### src/rtl/core/ptds_pkg.sv
`timescale 1ns / 1ps

package ptds_pkg;

    // Task table size; only the first four tasks have period registers and mask bits
    localparam int NUM_TASKS   = 4;
    localparam int PERIOD_REGS = 4;
    localparam int MAX_TASKS   = (NUM_TASKS < PERIOD_REGS) ? NUM_TASKS : PERIOD_REGS;
    localparam int CNT_W       = $clog2(MAX_TASKS + 1);
    localparam int IDX_W       = (MAX_TASKS > 1) ? $clog2(MAX_TASKS) : 1;

    localparam int TICK_W      = 32;
    localparam int MASK_W      = 4;
    localparam int COUNT_W     = 3;
    localparam int ADDR_W      = 5;
    localparam int REG_IDX_W   = 3;

    // Register map, index = paddr / 4
    localparam logic [REG_IDX_W-1:0] REG_TASK_COUNT = 3'd0;
    localparam logic [REG_IDX_W-1:0] REG_RUN_LENGTH = 3'd1;
    localparam logic [REG_IDX_W-1:0] REG_PERIOD_0   = 3'd2;
    localparam logic [REG_IDX_W-1:0] REG_PERIOD_1   = 3'd3;
    localparam logic [REG_IDX_W-1:0] REG_PERIOD_2   = 3'd4;
    localparam logic [REG_IDX_W-1:0] REG_PERIOD_3   = 3'd5;

    typedef enum logic {
        OP_START = 1'b0,
        OP_POLL  = 1'b1
    } ptds_op_t;

    typedef struct packed {
        ptds_op_t            operation;
        logic [TICK_W-1:0]   now;
    } ptds_req_t;

    typedef struct packed {
        logic [MASK_W-1:0]   fire_mask;
        logic                run_over;
    } ptds_rsp_t;

endpackage

### src/rtl/core/periodic_task_due_scheduler.sv
`timescale 1ns / 1ps

// Periodic task due-time scheduler. Issue a request by raising start while busy
// is low: operation OP_START latches now as the run's start tick and arms every
// task in use at now plus its period; OP_POLL checks the run length and fires
// each task in use whose due tick has been reached, re-arming it from its old
// due tick so missed slots catch up on later polls. Every request yields exactly
// one result, shown on result for a single cycle with done high; the receiver
// cannot stall it, so capture it on that edge. One 32-bit adder/subtractor does
// all the arithmetic and a small sequencer walks it over the tasks, one step a
// cycle. A start arms each task in use in turn. A poll with no run active
// reports over; an active poll checks the run length, which may end the run,
// then compares each task in use (task count clamped to MAX_TASKS), re-arming
// each that fires. busy stays high until the result is out. Write configuration
// over the APB port only while idle; the block does not enforce this.
module periodic_task_due_scheduler (
    input  logic                        clk,
    input  logic                        rst_n,
    // request / result channel
    input  logic                        start,
    output logic                        busy,
    input  ptds_pkg::ptds_req_t         req,
    output logic                        done,
    output ptds_pkg::ptds_rsp_t         result,
    // configuration port
    input  logic                        psel,
    input  logic                        penable,
    input  logic                        pwrite,
    input  logic [ptds_pkg::ADDR_W-1:0] paddr,
    input  logic [31:0]                 pwdata,
    output logic [31:0]                 prdata,
    output logic                        pready
);
    import ptds_pkg::*;

    typedef enum logic [2:0] {
        S_IDLE,
        S_ARM,
        S_CHECK_RUN,
        S_CMP,
        S_REARM
    } state_t;

    // ------------------------------------------------------------------
    // Configuration registers
    // ------------------------------------------------------------------
    logic [COUNT_W-1:0]   task_count_reg;
    logic [TICK_W-1:0]    run_length_reg;
    logic [TICK_W-1:0]    period_reg [PERIOD_REGS];
    logic                 cfg_wr;
    logic [REG_IDX_W-1:0] cfg_idx;

    assign pready  = 1'b1;
    assign cfg_idx = paddr[ADDR_W-1:2];
    assign cfg_wr  = psel && penable && pwrite && pready;

    always_ff @(posedge clk or negedge rst_n)
    begin
        if (!rst_n)
        begin
            task_count_reg <= '0;
            run_length_reg <= '0;
            for (int i = 0; i < PERIOD_REGS; i++)
            begin
                period_reg[i] <= '0;
            end
        end
        else if (cfg_wr)
        begin
            case (cfg_idx)
                REG_TASK_COUNT: task_count_reg <= pwdata[COUNT_W-1:0];
                REG_RUN_LENGTH: run_length_reg <= pwdata;
                REG_PERIOD_0:   period_reg[0]  <= pwdata;
                REG_PERIOD_1:   period_reg[1]  <= pwdata;
                REG_PERIOD_2:   period_reg[2]  <= pwdata;
                REG_PERIOD_3:   period_reg[3]  <= pwdata;
                default:        ;  // drop writes beyond the map
            endcase
        end
    end

    always_comb
    begin
        case (cfg_idx)
            REG_TASK_COUNT: prdata = {{(32-COUNT_W){1'b0}}, task_count_reg};
            REG_RUN_LENGTH: prdata = run_length_reg;
            REG_PERIOD_0:   prdata = period_reg[0];
            REG_PERIOD_1:   prdata = period_reg[1];
            REG_PERIOD_2:   prdata = period_reg[2];
            REG_PERIOD_3:   prdata = period_reg[3];
            default:        prdata = '0;
        endcase
    end

    // ------------------------------------------------------------------
    // Sequencer state and task table
    // ------------------------------------------------------------------
    state_t               state_reg;
    logic [CNT_W-1:0]     cnt_reg;
    logic [TICK_W-1:0]    now_reg;
    logic [TICK_W-1:0]    start_tick_reg;
    logic [TICK_W-1:0]    due_reg [MAX_TASKS];
    logic                 running_reg;
    logic [MASK_W-1:0]    mask_reg;
    logic                 done_reg;
    ptds_rsp_t            result_reg;

    logic [CNT_W-1:0]     n_use;
    logic [IDX_W-1:0]     task_idx;
    logic                 cnt_end;
    logic                 accept;

    // Clamp the task count to what the table and period registers cover
    assign n_use    = (task_count_reg > COUNT_W'(MAX_TASKS)) ? CNT_W'(MAX_TASKS)
                                                             : CNT_W'(task_count_reg);
    assign task_idx = cnt_reg[IDX_W-1:0];
    assign cnt_end  = (cnt_reg == n_use);
    assign accept   = start && !busy;

    assign busy   = (state_reg != S_IDLE);
    assign done   = done_reg;
    assign result = result_reg;

    // ------------------------------------------------------------------
    // Shared adder/subtractor: a + b, or a - b when sub is set
    // ------------------------------------------------------------------
    logic [TICK_W-1:0] alu_a;
    logic [TICK_W-1:0] alu_b;
    logic              alu_sub;
    logic [TICK_W-1:0] alu_sum;
    logic [TICK_W-1:0] cur_period;
    logic [TICK_W-1:0] cur_due;

    assign cur_period = period_reg[2'(task_idx)];
    assign cur_due    = due_reg[task_idx];

    always_comb
    begin
        alu_a   = now_reg;
        alu_b   = cur_period;
        alu_sub = 1'b0;
        case (state_reg)
            S_ARM:
            begin
                // now + period
                alu_a   = now_reg;
                alu_b   = cur_period;
                alu_sub = 1'b0;
            end
            S_CHECK_RUN:
            begin
                // ticks elapsed since start
                alu_a   = now_reg;
                alu_b   = start_tick_reg;
                alu_sub = 1'b1;
            end
            S_CMP:
            begin
                // now - due, sign bit clear means due
                alu_a   = now_reg;
                alu_b   = cur_due;
                alu_sub = 1'b1;
            end
            S_REARM:
            begin
                // advance the due tick by one period
                alu_a   = cur_due;
                alu_b   = cur_period;
                alu_sub = 1'b0;
            end
            default:
            begin
                alu_a   = now_reg;
                alu_b   = cur_period;
                alu_sub = 1'b0;
            end
        endcase
    end

    assign alu_sum = alu_a + (alu_b ^ {TICK_W{alu_sub}}) + {{(TICK_W-1){1'b0}}, alu_sub};

    // ------------------------------------------------------------------
    // Main sequencer: state, table and registered result
    // ------------------------------------------------------------------
    always_ff @(posedge clk or negedge rst_n)
    begin
        if (!rst_n)
        begin
            state_reg      <= S_IDLE;
            cnt_reg        <= '0;
            now_reg        <= '0;
            start_tick_reg <= '0;
            running_reg    <= 1'b0;
            mask_reg       <= '0;
            done_reg       <= 1'b0;
            result_reg     <= '0;
            for (int i = 0; i < MAX_TASKS; i++)
            begin
                due_reg[i] <= '0;
            end
        end
        else
        begin
            done_reg <= 1'b0;
            case (state_reg)
                S_IDLE:
                begin
                    if (accept)
                    begin
                        now_reg  <= req.now;
                        cnt_reg  <= '0;
                        mask_reg <= '0;
                        if (req.operation == OP_START)
                        begin
                            start_tick_reg <= req.now;
                            state_reg      <= S_ARM;
                        end
                        else if (!running_reg)
                        begin
                            // no run active: report over, leave the run and due table as they are
                            done_reg   <= 1'b1;
                            result_reg <= '{fire_mask: '0, run_over: 1'b1};
                        end
                        else
                        begin
                            state_reg <= S_CHECK_RUN;
                        end
                    end
                end
                S_ARM:
                begin
                    if (cnt_end)
                    begin
                        running_reg <= (run_length_reg != '0);
                        done_reg    <= 1'b1;
                        result_reg  <= '{fire_mask: '0,
                                         run_over: (run_length_reg == '0)};
                        state_reg   <= S_IDLE;
                    end
                    else
                    begin
                        due_reg[task_idx] <= alu_sum;
                        cnt_reg           <= cnt_reg + CNT_W'(1);
                    end
                end
                S_CHECK_RUN:
                begin
                    if (alu_sum >= run_length_reg)
                    begin
                        // run length elapsed: end the run
                        running_reg <= 1'b0;
                        done_reg    <= 1'b1;
                        result_reg  <= '{fire_mask: '0, run_over: 1'b1};
                        state_reg   <= S_IDLE;
                    end
                    else
                    begin
                        state_reg <= S_CMP;
                    end
                end
                S_CMP:
                begin
                    if (cnt_end)
                    begin
                        done_reg   <= 1'b1;
                        result_reg <= '{fire_mask: mask_reg, run_over: 1'b0};
                        state_reg  <= S_IDLE;
                    end
                    else if (!alu_sum[TICK_W-1])
                    begin
                        mask_reg[2'(task_idx)] <= 1'b1;
                        state_reg              <= S_REARM;
                    end
                    else
                    begin
                        cnt_reg <= cnt_reg + CNT_W'(1);
                    end
                end
                S_REARM:
                begin
                    due_reg[task_idx] <= alu_sum;
                    cnt_reg           <= cnt_reg + CNT_W'(1);
                    state_reg         <= S_CMP;
                end
                default:
                begin
                    state_reg <= S_IDLE;
                end
            endcase
        end
    end

    // ------------------------------------------------------------------
    // Assertions
    // ------------------------------------------------------------------
    a_done_when_idle: assert property (@(posedge clk) disable iff (!rst_n)
        done |-> !busy)
        else $error("result strobed while sequencer still busy");

    a_cnt_bounded: assert property (@(posedge clk) disable iff (!rst_n)
        (state_reg == S_ARM || state_reg == S_CMP || state_reg == S_REARM)
            |-> (cnt_reg <= n_use))
        else $error("task counter ran past tasks in use");

    a_mask_in_use: assert property (@(posedge clk) disable iff (!rst_n)
        done |-> ((result.fire_mask >> n_use) == '0))
        else $error("task beyond tasks in use fired");

    a_idle_poll: assert property (@(posedge clk) disable iff (!rst_n)
        (accept && req.operation == OP_POLL && !running_reg)
            |=> (done && result.run_over && result.fire_mask == '0))
        else $error("poll without an active run did not report over");

    a_over_no_fire: assert property (@(posedge clk) disable iff (!rst_n)
        (done && result.run_over) |-> (result.fire_mask == '0))
        else $error("tasks fired on a result that reports run over");

endmodule
### config.mk
export PLATFORM = sky130hd
export DESIGN_NAME = periodic_task_due_scheduler
export DESIGN_NICKNAME = d
export VERILOG_FILES = /design/src/rtl/core/ptds_pkg.sv /design/src/rtl/core/periodic_task_due_scheduler.sv
export SDC_FILE = /design/constraint.sdc
export NUM_CORES = 1
export LEC_CHECK = 0
export BUFFER_PORTS_ARGS = -buffer_cell sky130_fd_sc_hd__buf_4
export CAP_MARGIN = 30
export CORE_UTILIZATION = 56
export DETAILED_ROUTE_END_ITERATION = 8
export PLACE_DENSITY = 0.84
export SLEW_MARGIN = 20
export SYNTH_ARGS = -nofsm -noshare
export SYNTH_HDL_FRONTEND = slang
export SYNTH_SLANG_ARGS = --single-unit
### constraint.sdc
create_clock -name clk -period 5.7 [get_ports clk]
set_input_delay 0.285 -clock clk [delete_from_list [all_inputs] [get_ports clk]]
set_output_delay 0.285 -clock clk [all_outputs]
set_load 0.02 [all_outputs]
==> results by group <==
Global routing
  – Initial antenna violation count: 0
  – Congestion Overflow GR: 0
  – Vias in the first global route: 16,880
  – First-pass GRT wire length: 93,370 µm
  – Busiest grt layer: met2
  – Gr usage total: 0.3315
  – Met1 Use GR: 0.4622
  – Met2 GRT Util: 0.5146
  – Largest net degree at the start of global routing: 194
  – GR Layer Usage met3: 0.06407

Die
  – Die W: around 190 µm
  – # rows: 68
  – Core area: 0.03488 mm²
  – Starting Density: 0.5754
  – Die Footprint: 0.03660 mm²
  – IO Count: 116
  – Overall die height: 191.3 µm

STA
  – RSZ-0062 raised after global routing: true
  – Max-slew violations: 0
  – Final period demand of the worst path: 5.689 ns
  – Setup violators final: 0
  – Slew HR: 0.3765
  – Setup tns final: 0 ns
  – Tcrit/Tclk final: 0.9980
  – Tightest Pin Transition: approximately 0.93 ns
  – Hold Violations, Final: 0
  – Setup ws final: between 0.01 and 0.015 ns
  – Final Skew: 0.01621 ns
  – Fmax achieved: 175.8 MHz

Critical path
  – Worst r2r dst: running_reg
  – Startpoint Class: flip-flop
  – WS Path Type: reg -> reg
  – Kind of end point of the critical path: flip-flop
  – Cells on worst reg2reg path: 24
  – Critical-path top delay cell: dfrtp_4
  – Worst r2r src: cnt_reg[1]
  – CP cell instances: buf_4 -> buf_12 -> mux4_2 -> nand2_1 -> o21ai_1 -> ha_1 -> a21o_1 -> a21o_1 -> a21o_1 -> a32oi_2 -> buf_4 -> a2111oi_4 -> or2_2 -> nand2b_4 -> a31oi_4 -> xor2_2 -> inv_1 -> ha_1 -> a21o_1 -> a21o_1 -> a211oi_2 -> o31ai_4 -> or3_4 -> o221ai_2
  – Critical path arrival: 6.15 ns
  – Largest stage delay, worst path: between 0.5 and 0.6 ns
  – Most frequent CP cell: a21o_1
  – CP Max Fanout: 10
  – Worst-case register-to-register setup slack: around 0.011 ns
  – Critical path required time: 6.17 ns

Cells and area
  – P&R area growth vs syn: 23.56%
  – Filler instances: 2,381
  – # nets final: 2,361
  – Layout cell share with drive strength beyond 1: 0.2997
  – Fin cells: 2,704
  – # diodes: 0

Min path
  – Min-delay worst type: in -> reg
  – Hold path depth: 3
  – End of the worst hold path: run_length_reg[8]
  – Min-delay src: pwdata[8]

Synth
  – Library cells used by synthesis: 71
  – Ys async rst share: 1.000
  – Seq/Total Area, Yosys: 0.4638
  – Mapped Area: 0.02007 mm²
  – Mapped Cells: 1,958
  – Avg Cell Area, Syn: 10.25 µm²
  – Synth Flop Type: dfrtp_1
  – Net Count, Synth: 2,101
  – Syn. warnings: 0
  – Post-synth EDFFs: 0
  – Synthesis-stage register bit count: 372

Place
  – Setup Slack @ Placement: -0.2402 ns
  – HPWL after DPL: 39,910 µm
  – Placed cell count: 2,548
  – Routability cong.: approximately 0.92
  – Port Buf Inserts: 112

Power and ir drop
  – Total power: between 15 and 20 mW
  – Power Dens Cells: 666.0 mW/mm²
  – Leak pwr: 11.79 nW
  – Max VDD drop: 0.3597 mV

Routing
  – Vias/cell: between 6 and 7
  – Antenna Nets Post-Route: 0
  – Drt first pass iters: 6
  – Post-route DRC: 0
  – Routed WL: 60,310 µm
  – Vias: 16,990
  – Initial drt markers: 1,839
  – DR WL/cell: 22.30 µm

Clock network
  – Root buffer cell: clkbuf_16
  – H-tree levels: 2
  – Worst skew pair latency: 0.56 ns
  – Sink Count: roughly 370
  – Clock-pin slew on the worst setup and hold paths: ~0.060 ns
  – CTS Buf Count: 42
  – CTS tree: built
  – Clock Path Buffers: 3

Run
  – Max-cap violation count: 0

Status
  – Status: finished clean
-- routing by layer --
layer	routed length (µm)	up-vias
met5	0	-
met4	2247	0
met3	5998	157
met2	27480	1001
met1	24580	8429
li1	-	7403
-- worst max-delay path by stage --
stage          startpoint          end  slack, ns  cells past startpoint
3_5_place_dp   cnt_reg[0]    result[2]      -0.24                     26
6_report       cnt_reg[1]  running_reg       0.01                     24
5_1_grt        cnt_reg[0]  running_reg      -0.17                     22
2_1_floorplan  cnt_reg[0]  running_reg       0.04                     24
3_3_place_gp   cnt_reg[0]    result[4]       -0.1                     24
4_1_cts        cnt_reg[0]  running_reg      0.002                     23
-- metrics by stage --
step	hold WS (ns)	util	instance area [µm²]
finish	0.005722	0.7109	24800
global route	0.008692	0.7109	24800
CTS	0.0006826	0.6958	24270
detailed placement	0.4210	0.6348	22140
global placement	0.4087	0.6348	22140
floorplan	-0.01059	-	20080
-- area by class of cell --
type,count,area [µm²],area share
clock inverter,12,167.7,0.006761
timing repair buffer,332,2753,0.1110
inverter,84,315.3,0.01271
multi-input combinational,1386,10430,0.4204
sequential,372,9316,0.3757
clock buffer,63,1251,0.05045
tap,455,569.3,0.02296
-- cells in the mapped netlist, drive strengths merged (2+ instances only) --
master,count,area [µm²]
a2111oi,2,36.29
a211oi,6,45.04
a21boi,2,15.01
a21o,35,262.8
a21oi,40,204.0
a221o,29,290.3
a221oi,2,30.03
a22o,8,70.07
a22oi,4,30.03
a31oi,4,31.28
a32oi,3,26.28
and2,3,18.77
and3,5,31.28
and4,2,17.52
buf,39,185.2
clkbuf,77,289.0
dfrtp,372,9309
ha,66,825.8
inv,83,311.6
mux2,183,2061
mux2i,33,330.3
mux4,65,1464
nand2,427,1603
nand2b,9,56.30
nand3,6,30.03
nand4,16,106.4
nor2,98,367.9
nor2b,5,31.28
nor3,8,51.30
nor3b,3,27.52
nor4,9,56.30
nor4b,2,17.52
o211ai,3,27.52
o21ai,233,1170
o21bai,8,60.06
o221ai,4,35.03
o22ai,5,31.28
o311ai,2,17.52
o31a,2,17.52
o31ai,3,27.52
or2,3,18.77
or3,4,25.02
xnor2,18,157.7
xor2,14,122.6
-- power by group --
| group | leakage (nW) | total (mW) | switching, mW | internal, mW |
|---|---|---|---|---|
| registers | 4.66 | 4.23 | 0.653 | 3.58 |
| clock network | 0.694 | 2.77 | 1.11 | 1.66 |
| logic | 6.43 | 9.52 | 5.26 | 4.26 |
| total | 11.8 | 16.5 | 7.02 | 9.49 |
-- cell usage in the layout (no fill, tap or decap), drive strengths merged, types with 9 or more instances in the layout --
cell         count
xor2            14
mux4            65
a221o           29
buf            274
nand2b           9
a21o            35
xnor2           18
a21oi           40
ha              66
nor2            98
mux2i           33
o21ai          233
clkbuf          63
dlygate4sd3     58
nand4           16
dfrtp          372
nor4             9
nand2          427
mux2           183
inv             84
-- worst max-delay path, delay by kind of cell (launching register included) --
kind            cells  cell delay (ns)
xor+xnor            1             0.19
fa+ha+maj           2             0.63
compound gates     12             2.13
simple gates        4             1.05
mux                 1             0.47
flops               1             0.56
buf+inv             4             0.56
-- cell families (layout without fill, tap and decap cells) --
| kind of cell | Yosys count | count (layout) | share of synthesized area |
|---|---|---|---|
| compound gates | 403 | 403 | 0.1252 |
| buf+inv | 200 | 491 | 0.03934 |
| simple gates | 602 | 602 | 0.1232 |
| other cells | 1 | 1 | 0.0001868 |
| flops | 372 | 372 | 0.4638 |
| mux | 281 | 281 | 0.1921 |
| fa+ha+maj | 67 | 67 | 0.04214 |
| xor+xnor | 32 | 32 | 0.01396 |
-- what timing repair did --
item	CTS	global route
endpoints found under the setup margin	9	9
hold buffers	58	0
pin swaps	4	41
hold endpoints to repair	249	0
gates resized for setup	18	90
setup buffers	7	16
(Power assumes the default switching activity.)
